### src/sbpe_pkg.sv
`timescale 1ns / 1ps
`default_nettype none
package sbpe_pkg;

  localparam int NUM_BANDS_DEF = 32;
  localparam int NUM_BINS_DEF = 512;

  typedef enum logic [1:0] {
    CMD_LOAD_EDGE = 2'd0,
    CMD_POOL      = 2'd1,
    CMD_STORE     = 2'd2,
    CMD_EXPAND    = 2'd3
  } cmd_t;

  typedef enum logic [0:0] {
    KIND_POOL   = 1'b0,
    KIND_EXPAND = 1'b1
  } kind_t;

  typedef enum logic [3:0] {
    ST_IDLE,
    ST_FILL,
    ST_CLEAR,
    ST_POOL_RD,
    ST_POOL_CHK,
    ST_EXP_C0,
    ST_EXP_MAP,
    ST_EXP_B,
    ST_EXP_LO,
    ST_EXP_HI,
    ST_EXP_DEC,
    ST_DIV,
    ST_MUL,
    ST_OUT
  } state_t;

  // Request and status between the sequencer and the shared divider.
  typedef struct packed {
    logic        start;
    logic [40:0] dividend;
    logic [16:0] divisor;
  } div_req_t;

  typedef struct packed {
    logic        busy;
    logic        done;
    logic [40:0] quotient;
  } div_rsp_t;

endpackage
`default_nettype wire

### src/sbpe_divider.sv
`timescale 1ns / 1ps
`default_nettype none
module sbpe_divider
  import sbpe_pkg::*;
(
  input  wire logic     clk,
  input  wire logic     rst,
  input  wire div_req_t req,
  output div_rsp_t      rsp
);

  // Restoring division, one quotient bit per cycle.
  logic [40:0] quo;
  logic [17:0] rem;
  logic [16:0] dvs;
  logic [5:0]  cnt;
  logic        busy;
  logic        done;
  logic [17:0] trial;

  assign trial = {rem[16:0], quo[40]};

  always_ff @(posedge clk) begin
    if (rst) begin
      busy <= 1'b0;
      done <= 1'b0;
      cnt  <= '0;
    end else begin
      done <= 1'b0;
      if (req.start) begin
        busy <= 1'b1;
        quo  <= req.dividend;
        rem  <= '0;
        dvs  <= req.divisor;
        cnt  <= 6'd41;
      end else if (busy) begin
        if (trial >= {1'b0, dvs}) begin
          rem <= trial - {1'b0, dvs};
          quo <= {quo[39:0], 1'b1};
        end else begin
          rem <= trial;
          quo <= {quo[39:0], 1'b0};
        end
        cnt <= cnt - 6'd1;
        if (cnt == 6'd1) begin
          busy <= 1'b0;
          done <= 1'b1;
        end
      end
    end
  end

  assign rsp.busy = busy;
  assign rsp.done = done;
  assign rsp.quotient = quo;

  assert property (@(posedge clk) disable iff (rst) rsp.done |-> !rsp.busy)
    else $error("divider done while busy");
  assert property (@(posedge clk) disable iff (rst) req.start |=> rsp.busy)
    else $error("divider did not start");
  assert property (@(posedge clk) disable iff (rst) rsp.busy |-> cnt != 6'd0)
    else $error("divider count underflow");

endmodule
`default_nettype wire

### config.mk
export PLATFORM = sky130hd
export DESIGN_NAME = sbpe_divider
export DESIGN_NICKNAME = d
export VERILOG_FILES = /design/src/sbpe_pkg.sv /design/src/sbpe_divider.sv
export SDC_FILE = /design/constraint.sdc
export NUM_CORES = 1
export LEC_CHECK = 0
export BUFFER_PORTS_ARGS = -buffer_cell sky130_fd_sc_hd__buf_2
export CAP_MARGIN = 20
export CORE_MARGIN = 5
export CORE_UTILIZATION = 35
export CTS_CLUSTER_SIZE = 8
export DETAILED_ROUTE_END_ITERATION = 16
export PLACE_DENSITY = 0.58
export SLEW_MARGIN = 10
export SYNTH_ARGS = -nofsm -noshare
export SYNTH_HDL_FRONTEND = slang
export SYNTH_SLANG_ARGS = --single-unit
### constraint.sdc
create_clock -name clk -period 4.8 [get_ports clk]
set_clock_uncertainty 0.1 [all_clocks]
set_input_delay 0.24 -clock clk [delete_from_list [all_inputs] [get_ports clk]]
set_output_delay 0.24 -clock clk [all_outputs]
set_load 0.03 [all_outputs]
==> results of run 1 <==
## layout by cell type, fill, tap and decap left out, drive strengths merged, types with 5 or more instances in the layout
cell / synthesis / final
a31oi: 5 / 5
xor2: 5 / 5
a21o: 7 / 7
mux2: 41 / 41
a21oi: 20 / 20
buf: 12 / 107
clkbuf: 6 / 12
edfxtp: 75 / 75
nand3: 5 / 5
nor2: 24 / 24
and3: 6 / 6
nor3: 8 / 8
nand2: 19 / 19
mux2i: 9 / 9
dfxtp: 8 / 8
ha: 19 / 19
o21ai: 12 / 12
dlygate4sd3: 0 / 17
xnor2: 9 / 9
inv: 27 / 27
## worst max-delay path, stage by stage (launching register included)
cell and delay (ns):
edfxtp_1 0.41, inv_1 0.07, ha_1 0.15, inv_1 0.05, fa_1 0.40, a21o_1 0.22, a221o_2 0.43, a211oi_2 0.35
o41a_1 0.46, mux2i_1 0.26, nor2_1 0.06
## final timing paths
check                      start                    to  cells past startpoint
max            quo[40]$_DFFE_PP_  rem[1]$_SDFFCE_PP0P_                     10
min                      req[17]      quo[0]$_DFFE_PP_                      2
max reg2reg    quo[40]$_DFFE_PP_  rem[1]$_SDFFCE_PP0P_                     10
min reg2reg  cnt[1]$_SDFFE_PP0P_   cnt[1]$_SDFFE_PP0P_                      2
## metal layers
layer  track usage [%]  vias to the layer above  part of all wire [%]
met2              23.1                      103                    46
met4              6.16                        0                   1.9
met1              18.3                     1491                    44
met3              5.43                       15                   7.4
li1                  -                     1568                     -
met5                 0                        -                     0
## layout make-up
class | count | area, µm²
Clock inverter | 4 | 27.5
Multi-Input combinational cell | 230 | 1800
Sequential cell | 83 | 2410
Tap cell | 172 | 215
Inverter | 27 | 101
Clock buffer | 12 | 246
Fill cell | 1173 | 6940
Timing Repair Buffer | 124 | 719
## stage by stage
stage | std cells | hold WS (ns)
2_1_floorplan | 358 | 0.239
3_3_place_gp | 618 | 0.319
3_5_place_dp | 619 | 0.318
4_1_cts | 652 | 0.0754
5_1_grt | 652 | 0.0832
6_report | 652 | 0.0934
## power groups by stage
stage	logic [µW]	clock network, µW	registers [µW]
final	468	652	892
after global routing	518	699	899
after detailed placement	458	0	906
after floorplan	300	0	947
after CTS	471	669	893
after global placement	448	0	906
## sequential cells by signal, summed over array words and instances (netlist names)
register,flops
quo,41
dvs,17
rem,17
cnt,6
busy,1
done,1
## timing repair
action | 4_1_cts | 5_1_grt
setup buffers | 0 | 0
hold buffers | 17 | 0
setup endpoints to repair | 0 | 0
endpoints found under the hold margin | 17 | 0
## logic make-up (layout without fill, tap and decap cells)
family | after synthesis | in the layout
flops | 83 | 83
simple gates | 79 | 79
compound gates | 67 | 67
mux | 50 | 50
buf+inv | 45 | 167
fa+ha+maj | 20 | 20
xor+xnor | 14 | 14
==> results by group, run 1 <==
Status
  – Status: completed

Final layout
  – Core Util, Final: approximately 44%
  – Final Cell Area: 0.00552 mm²
  – Area Overhead vs Synth: 25.5%
  – Share of layout cells above drive strength 1: about 36%
  – Net count, final: 556
  – Inserted Diodes: 0

Clock network
  – Post-CTS Resized: 0
  – H-tree depth: 3
  – Root Driver: clkbuf_16
  – CTS Buf Count: 9
  – Clock slew at reported path FFs: 0.06 ns
  – CTS Buffer Depth: 2
  – CTS tree: yes
  – Clk sinks: 83
  – Worst skew pair latency: between 0.3 and 0.4 ns

STA
  – Max_slew headroom: around 46%
  – Worst-Margin Slew: between 0.8 and 0.9 ns
  – Slew Viols, Final: 0
  – Worst Setup Slack, final: between 1.5 and 2 ns
  – Final Critical Period: about 3.2 ns
  – Tcrit/Tclk final: a little under 70%
  – Endpoints failing setup: 0
  – TNS Setup: 0 ns
  – Highest Clock Rate: 310 MHz
  – Hold Fails Final Rpt: 0
  – RSZ-0062 raised after global routing: false

Setup path
  – Register-to-register setup slack: 1.57 ns
  – Critical-path maximum fanout: 9
  – Crit path kind: flop to flop
  – CP Data Required Time: between 4 and 5 ns
  – CP Launch Type: flop
  – Setup crit end kind: flop
  – Critical Path AT: 3.20 ns

Placed design
  – Cell area after placement: 0.00508 mm²
  – DP Worst Slack: around 1.6 ns
  – Routability cong.: approximately 0.83
  – I/O Buffers: 103
  – Hpwl dp: about 7500 µm

Logic synthesis
  – Post-Synth Adder-Cell Area: 5.86%
  – Mean post-synth cell area: approximately 12 µm²
  – Yosys reg bits: just over 80
  – Most used DFF post-synth: edfxtp_1
  – Count leader, synth: edfxtp_1
  – Sequential fraction of the synthesis area: between 50% and 60%
  – Post-synth EDFFs: between 70 and 80
  – Post-Syn Area: 0.00440 mm²
  – Cell accounting for the most synthesized area: edfxtp_1
  – Top cells by count, synth: edfxtp_1 (75), mux2_2 (41), inv_1 (27), nor2_1 (24), a21oi_1 (20)
  – Post-Synth XOR/XNOR Area: between 2 and 3%
  – Synth Area in Simple Gates: 8.84%
  – Post-Syn Nets: 439
  – Synth unique cells: 53
  – Synth Warn #: 0
  – Top-area cell type share of the netlist area: 51.2%
  – Cells after Synth: 358
  – FFs w/ async S/R, synth: 0%
  – Mux contribution to synthesized area: 12.5%
  – Compound-gate portion of the synthesized area: between 10% and 20%
  – Largest family of logic cells by synthesized area: multiplexers
  – Top cells by area, synth: edfxtp_1 (51%), mux2_2 (10%), ha_1 (5.4%)

Detailed routing
  – Final WL: 10400 µm
  – Initial drt markers: between 90 and 100
  – DRC viols: 0
  – Vias: 3177
  – DR WL/cell: 16.0 µm
  – Vias per cell: 4.87
  – Drt pass-1 iters: 4
  – Post-DRT Antenna Nets: 0

Pwr
  – Comb pwr share: around a quarter
  – Overall power: 2010 µW
  – Pwr Density: 364 mW/mm²
  – IR drop worst, VDD: 0.192 mV
  – Switching share of power: between 20% and 30%
  – Internal Dissipation: approximately 1400 µW
  – Clock Power Share: 32.4%
  – Switching power: 589 µW
  – Leakage: 0.00227 µW
  – Sequential power share: 44.3%

Global routing
  – GRT Total Usage: 14.7%
  – Number of global-route vias before repair: between 3000 and 4000
  – Initial antenna violation count: 0
  – First-pass GRT wire length: 16900 µm
  – Largest net degree at the start of global routing: 59
  – Total congestion overflow: 0

Min path
  – Hold Crit Class: input pin to flop

Floorplan
  – Die Wd: 122 µm
  – Die area: roughly 0.015 mm²
  – Die Span Y: 122 µm
  – FP Rows: around 40
  – Core area: 0.0125 mm²
  – # IOs: ~100
  – Starting density of the core: between 30% and 40%

Run
  – Max_cap viols: 0
(Power assumes the default switching activity.)
==> run 2: changes to the inputs <==
Settings changed: PLACE_DENSITY 0.58 to 0.6.
Clock period 4.8 ns to 2.7 ns, I/O delays scaled along.
==> run 2 against run 1 <==
Effect of this change:
- the run now ends with negative setup slack left
- flip-flop and latch count unchanged
- fmax increased by 15%
- largest cell class unchanged
- clock power increased by 92%
==> results by group, run 2 (synthesis results as in run 1) <==
Floorplan
  – Core area: 0.0125 mm² (unchanged)
  – Starting density of the core: 35.3% (unchanged)
  – Die Wd: 122 µm (unchanged)
  – Die area: 0.0149 mm² (unchanged)
  – # IOs: 104 (unchanged)
  – Die Span Y: 122 µm (unchanged)
  – FP Rows: 41 (unchanged)

Clock network
  – CTS Buf Count: 9 (unchanged)
  – H-tree depth: 3 (unchanged)
  – CTS tree: yes (unchanged)
  – Root Driver: clkbuf_16 (unchanged)
  – Worst skew pair latency: 0.35 ns (about the same)
  – CTS Buffer Depth: 2 (unchanged)
  – Clk sinks: 83 (unchanged)
  – Clock slew at reported path FFs: 0.06 ns (about the same)

Pwr
  – Pwr Density: 609 mW/mm² (was 364 mW/mm²)
  – Clock Power Share: 31.5% (was 32.4%)
  – Sequential power share: 40.0% (was 44.3%)
  – Switching power: 1150 µW (was 589 µW)
  – Switching share of power: 29.0% (was 29.3%)
  – Internal Dissipation: 2810 µW (was 1420 µW)
  – Leakage: 0.00275 µW (was 0.00227 µW)
  – Comb pwr share: 28.4% (was 23.3%)
  – IR drop worst, VDD: 0.310 mV (was 0.192 mV)

Setup path
  – CP Buf/Inv Count: 4 (was 2)
  – CP Launch Type: flop (unchanged)
  – Critical-path maximum fanout: 3 (was 9)
  – Crit path kind: flop to flop (unchanged)
  – Critical path's top delay family: compound AO/OA/AOI/OAI gates (unchanged)
  – Cell Chain, Critical Path: inv_1 -> ha_2 -> inv_2 -> fa_2 -> a21o_1 -> a221o_2 -> a211oi_4 -> o41a_1 -> buf_6 -> buf_12 -> or3b_4 -> a21oi_2 (was inv_1 -> ha_1 -> inv_1 -> fa_1 -> a21o_1 -> a221o_2 -> a211oi_2 -> o41a_1 -> mux2i_1 -> nor2_1)
  – Setup crit end kind: flop (unchanged)
  – Slowest cell on the critical path: a221o_2 (was o41a_1)
  – CP peak stage delay: 0.40 ns (was 0.46 ns)
  – Critical Path AT: 2.79 ns (was 3.20 ns)
  – CP Data Required Time: 2.67 ns (was 4.77 ns)

Final layout
  – Top Registers: quo (41), dvs (17), rem (17) (unchanged)
  – Most frequent cells in the layout: buf_2 (103), edfxtp_1 (75), dlygate4sd3_1 (59) (was buf_2 (103), edfxtp_1 (75), mux2_2 (41))
  – Area Overhead vs Synth: 47.9% (was 25.5%)
  – Core Util, Final: 52.2% (was 44.3%)
  – Share of layout cells above drive strength 1: 42.9% (was 36.3%)
  – Number of flip-flops in the largest register: 41 (unchanged)
  – Commonest non-fill, non-tap cell in the layout: buf_2 (unchanged)
  – Inserted Diodes: 0 (unchanged)
  – Finished Layout Cells: 745 (was 652)
  – Net count, final: 649 (was 556)
  – Largest Register: quo (unchanged)

Detailed routing
  – Vias per cell: 4.77 (was 4.87)
  – Post-DRT Antenna Nets: 0 (unchanged)
  – Vias: 3554 (was 3177)
  – DR WL/cell: 15.4 µm (was 16.0 µm)
  – Initial drt markers: 84 (was 91)
  – DRC viols: 0 (unchanged)
  – Final WL: 11500 µm (was 10400 µm)
  – Drt pass-1 iters: 4 (unchanged)

Status
  – Status: finished, violations left (was completed)
  – Failing checks: negative setup slack

STA
  – Worst-Margin Slew: 0.663 ns (was 0.809 ns)
  – Hold Fails Final Rpt: 0 (unchanged)
  – Worst Setup Slack, final: -0.120 ns (was 1.57 ns)
  – Tcrit/Tclk final: 104% (was 67.3%)
  – Highest Clock Rate: 355 MHz (was 310 MHz)
  – Max_slew headroom: 55.8% (was 46.0%)
  – Endpoints failing setup: 16 (was 0)
  – Slew Viols, Final: 0 (unchanged)
  – Final Critical Period: 2.82 ns (was 3.23 ns)
  – RSZ-0062 raised after global routing: true (was false)

Global routing
  – Largest net degree at the start of global routing: 52 (was 59)
  – Total congestion overflow: 0 (unchanged)
  – Number of global-route vias before repair: 3781 (was 3403)
  – Initial antenna violation count: 0 (unchanged)
  – GRT Total Usage: 16.1% (was 14.7%)
  – First-pass GRT wire length: 18700 µm (was 16900 µm)

Placed design
  – DP Worst Slack: -0.195 ns (was 1.59 ns)
  – Routability cong.: 0.841 (was 0.827)
  – Placed Cells: 661 (was 619)
  – Hpwl dp: 7960 µm (was 7470 µm)
  – I/O Buffers: 103 (unchanged)

Min path
  – Hold Crit Class: input pin to flop (unchanged)

Run
  – Max_cap viols: 0 (unchanged)
-- run 2: changes by cell type in the layout (fill, tap and decap cells not counted), moves of 3 or more --
cell           change
a21oi_1            -4
a21oi_2            +3
buf_4             +44
buf_6              +5
dlygate4sd3_1     +42
inv_6              +3
nand3_1            -3
nand3_2            +3
o21ai_0            -3
-- run 2: power by group through the flow --
stage / registers, µW / logic, µW / clock network (µW)
after floorplan: 1680 / 541 / 0
after global placement: 1610 / 924 / 0
after detailed placement: 1610 / 947 / 0
after CTS: 1590 / 1040 / 1290
after global routing: 1600 / 1230 / 1340
final: 1590 / 1130 / 1250
-- run 2: final timing paths --
check / startpoint / end / slack, ns / cells after the start
worst min-delay path: req[58] / cnt[4]$_SDFFE_PP0P_ / 0.01 / 2
worst max-delay path: quo[40]$_DFFE_PP_ / rem[7]$_SDFFCE_PP0P_ / -0.12 / 12
worst max register to register: quo[40]$_DFFE_PP_ / rem[7]$_SDFFCE_PP0P_ / -0.12 / 12
worst min register to register: cnt[1]$_SDFFE_PP0P_ / cnt[1]$_SDFFE_PP0P_ / 0.40 / 2
-- run 2: layer usage --
layer / routed length (µm) / GRT usage (%)
met3: 636 / 4.69
met4: 240 / 6.58
met2: 5550 / 26.7
met1: 5040 / 19.7
met5: 0 / 0
-- run 2: timing repair --
item	4_1_cts	5_1_grt
resized for setup	6	26
setup buffers	3	6
pin swaps	4	10
hold buffers	59	0
hold endpoints to repair	60	0
setup endpoints to repair	15	18
-- run 2: area by class of cell --
type	instances	area, µm²
clock buffers	9	225
clock inverters	7	73.8
fillers	1079	5960
inverters	27	101
multi-input cells	230	1920
flip-flops and latches	83	2410
well taps	172	215
repair buffers	217	1570
-- run 2: stage by stage --
| stage | power [µW] | hold WS [ns] | TNS [ns] | cell area [µm²] |
|---|---|---|---|---|
| final | 3960 | 0.0116 | -0.798 | 6510 |
| after global routing | 4170 | 0.0330 | -2.39 | 6510 |
| after CTS | 3910 | 0.0113 | -0.775 | 6350 |
| after detailed placement | 2560 | 0.214 | -1.99 | 5420 |
| after global placement | 2530 | 0.212 | -2.39 | 5410 |
| after floorplan | 2220 | 0.134 | -1.29 | 4420 |
==> run 3: changes to the inputs <==
Settings changed: CTS_BUF_LIST set to sky130_fd_sc_hd__clkbuf_8.
==> run 3 against run 2 <==
Effect of this change:
- the run still ends with negative setup slack left
- largest cell class unchanged
- highest routed layer unchanged
- hold slack improved by 0.35 ns
- utilization shrank 1.2 points
- final area down 2.3%
- final cell count decreased by 0.13%
- sequential power about the same
- die area unchanged
- critical path depth down 1
- setup slack worse by 0.0092 ns
- fmax down 0.32%
- sequential share of layout area rose by 0.86 points
- routed wire length decreased by 1.1%
- count of clock-buffer cells in the layout stayed put
- critical path type unchanged
- largest power group unchanged
==> results by group, run 3 (synthesis results as in run 1) <==
Floorplan
  – Die area: 0.0149 mm² (unchanged)
  – FP Rows: 41 (unchanged)
  – Die Wd: 122 µm (unchanged)
  – # IOs: 104 (unchanged)
  – Starting density of the core: 35.3% (unchanged)
  – Die Span Y: 122 µm (unchanged)
  – Core area: 0.0125 mm² (unchanged)

Clock network
  – CTS Buf Count: 9 (unchanged)
  – CTS tree: yes (unchanged)
  – Clock slew at reported path FFs: 0.09 ns (was 0.06 ns)
  – Clk sinks: 83 (unchanged)
  – Worst skew pair latency: 0.38 ns (was 0.35 ns)
  – H-tree depth: 3 (unchanged)
  – Root Driver: clkbuf_8 (was clkbuf_16)
  – CTS Buffer Depth: 2 (unchanged)

Setup path
  – Setup crit end kind: flop (unchanged)
  – CP Launch Type: flop (unchanged)
  – Crit path to: rem[1]$_SDFFCE_PP0P_ (was rem[7]$_SDFFCE_PP0P_)
  – Critical-path maximum fanout: 3 (unchanged)
  – Slowest cell on the critical path: a221o_2 (unchanged)
  – Crit path kind: flop to flop (unchanged)
  – Critical Path AT: 2.84 ns (was 2.79 ns)
  – R2r endpoint: rem[1]$_SDFFCE_PP0P_ (was rem[7]$_SDFFCE_PP0P_)
  – CP Data Required Time: 2.71 ns (was 2.67 ns)
  – R2R Path Start: quo[40]$_DFFE_PP_ (unchanged)
  – Crit path from: quo[40]$_DFFE_PP_ (unchanged)
  – Register-to-register setup slack: -0.13 ns (was -0.12 ns)
  – CP peak stage delay: 0.40 ns (about the same)
  – Cell Chain, Critical Path: inv_1 -> ha_2 -> inv_2 -> fa_2 -> a21o_1 -> a221o_2 -> a211oi_4 -> o41a_1 -> buf_4 -> mux2i_1 -> nor2_1 (was inv_1 -> ha_2 -> inv_2 -> fa_2 -> a21o_1 -> a221o_2 -> a211oi_4 -> o41a_1 -> buf_6 -> buf_12 -> or3b_4 -> a21oi_2)
  – Reg2reg path depth: 11 (was 12)

Status
  – Failing checks: negative setup slack (unchanged)
  – Status: finished, violations left (unchanged)

Global routing
  – Initial antenna violation count: 0 (unchanged)
  – Number of global-route vias before repair: 3760 (was 3781)
  – First-pass GRT wire length: 18500 µm (was 18700 µm)
  – GRT Total Usage: 15.9% (was 16.1%)
  – Layer with the highest usage: met2 (unchanged)
  – Met1 GRT Util: 19.8% (was 19.7%)
  – Largest net degree at the start of global routing: 52 (unchanged)
  – Grt met3 use: 4.13% (was 4.69%)
  – Total congestion overflow: 0 (unchanged)
  – Met2 Use GR: 25.9% (was 26.7%)

Final layout
  – Number of flip-flops in the largest register: 41 (unchanged)
  – Sequential cell area: 0.00241 mm² (unchanged)
  – Largest Register: quo (unchanged)
  – Share of layout cells above drive strength 1: 42.0% (was 42.9%)
  – Multi-input combinational cell area: 0.00190 mm² (was 0.00192 mm²)
  – Net count, final: 648 (was 649)
  – Top Registers: quo (41), dvs (17), rem (17) (unchanged)
  – Inserted Diodes: 0 (unchanged)
  – Area Overhead vs Synth: 44.6% (was 47.9%)
  – FILL cells: 1109 (was 1079)
  – Final Cell Area: 0.00636 mm² (was 0.00651 mm²)
  – Most frequent cells in the layout: buf_2 (103), edfxtp_1 (75), dlygate4sd3_1 (60) (was buf_2 (103), edfxtp_1 (75), dlygate4sd3_1 (59))
  – Commonest non-fill, non-tap cell in the layout: buf_2 (unchanged)

STA
  – Worst hold slack: 0.366 ns (was 0.0116 ns)
  – Worst Setup Slack, final: -0.130 ns (was -0.120 ns)
  – Final Critical Period: 2.83 ns (was 2.82 ns)
  – TNS Setup: -0.978 ns (was -0.798 ns)
  – Highest Clock Rate: 353 MHz (was 355 MHz)
  – Hold Fails Final Rpt: 0 (unchanged)
  – Worst-Margin Slew: 0.640 ns (was 0.663 ns)
  – RSZ-0062 raised after global routing: true (unchanged)
  – Slew Viols, Final: 0 (unchanged)
  – Tcrit/Tclk final: 105% (was 104%)
  – Endpoints failing setup: 18 (was 16)
  – Max_slew headroom: 57.3% (was 55.8%)

Placed design
  – Routability cong.: 0.841 (unchanged)
  – Cell area after placement: 0.00542 mm² (unchanged)
  – Hpwl dp: 7960 µm (unchanged)
  – DP Worst Slack: -0.195 ns (unchanged)
  – I/O Buffers: 103 (unchanged)

Min path
  – Hold Crit Class: input pin to flop (unchanged)
  – Hold path start: req[1] (was req[58])

Detailed routing
  – DRC viols: 0 (unchanged)
  – Vias: 3544 (was 3554)
  – Initial drt markers: 92 (was 84)
  – Final WL: 11300 µm (was 11500 µm)
  – Vias per cell: 4.76 (was 4.77)
  – Drt pass-1 iters: 4 (unchanged)
  – Post-DRT Antenna Nets: 0 (unchanged)
  – DR WL/cell: 15.2 µm (was 15.4 µm)

Pwr
  – Switching power: 1110 µW (was 1150 µW)
  – Comb pwr share: 30.2% (was 28.4%)
  – Leakage: 0.00269 µW (was 0.00275 µW)
  – Switching share of power: 30.8% (was 29.0%)
  – Pwr Density: 567 mW/mm² (was 609 mW/mm²)
  – Clock Power Share: 25.8% (was 31.5%)
  – Sequential power share: 44.0% (was 40.0%)
  – Internal Dissipation: 2500 µW (was 2810 µW)
  – IR drop worst, VDD: 0.294 mV (was 0.310 mV)
  – Overall power: 3610 µW (was 3960 µW)

Run
  – Max_cap viols: 0 (unchanged)
[run 3: timing repair]
item,in CTS,in global routing
cloned,0,0
hold endpoints to repair,65,0
pin swaps,4,5
setup endpoints to repair,15,18
resized for setup,12,12
buffers inserted,5,2
hold buffers,60,0
[run 3: how the worst min path moves through the flow]
stage / to / slack, ns / cells after the start
after global placement: dvs[1]$_DFFE_PP_ / 0.21 / 1
after floorplan: dvs[0]$_DFFE_PP_ / 0.13 / 0
final: dvs[1]$_DFFE_PP_ / 0.37 / 2
after CTS: dvs[2]$_DFFE_PP_ / 0.35 / 2
after global routing: dvs[14]$_DFFE_PP_ / 0.38 / 2
after detailed placement: dvs[2]$_DFFE_PP_ / 0.21 / 1
[run 3: critical path: cells and delay by family (launching register included)]
family	cells	cell delay (ns)
AOI/OAI and AO/OA	4	1.07
buffers and inverters	3	0.25
DFF	1	0.39
and+or+nand+nor	1	0.05
muxes	1	0.20
adders and majority gates	2	0.51
[run 3: per-stage QoR]
stage | instances | util [%]
6_report | 744 | 51.0
5_1_grt | 744 | 51.0
4_1_cts | 742 | 50.4
3_5_place_dp | 661 | 43.5
3_3_place_gp | 660 | 43.4
2_1_floorplan | 358 | -
[run 3: power groups by stage]
| stage | Combinational (µW) | Sequential (µW) | Clock [µW] |
|---|---|---|---|
| global placement | 924 | 1610 | 0 |
| floorplan | 541 | 1680 | 0 |
| global route | 1190 | 1600 | 1010 |
| finish | 1090 | 1580 | 931 |
| CTS | 1060 | 1580 | 958 |
| detailed placement | 947 | 1610 | 0 |
[run 3: routing by layer]
layer	share of wire (%)	routed length, µm
met3	5.7	643
met5	0	0
met1	44	5000
met2	48	5420
met4	2.4	274
[run 3: final cells by class]
type | instances | area share (%)
inverters | 27 | 1.59
clock buffers | 9 | 1.95
multi-input cells | 230 | 29.8
well taps | 172 | 3.38
clock inverters | 7 | 1.16
repair buffers | 216 | 24.2
flip-flops and latches | 83 | 37.9
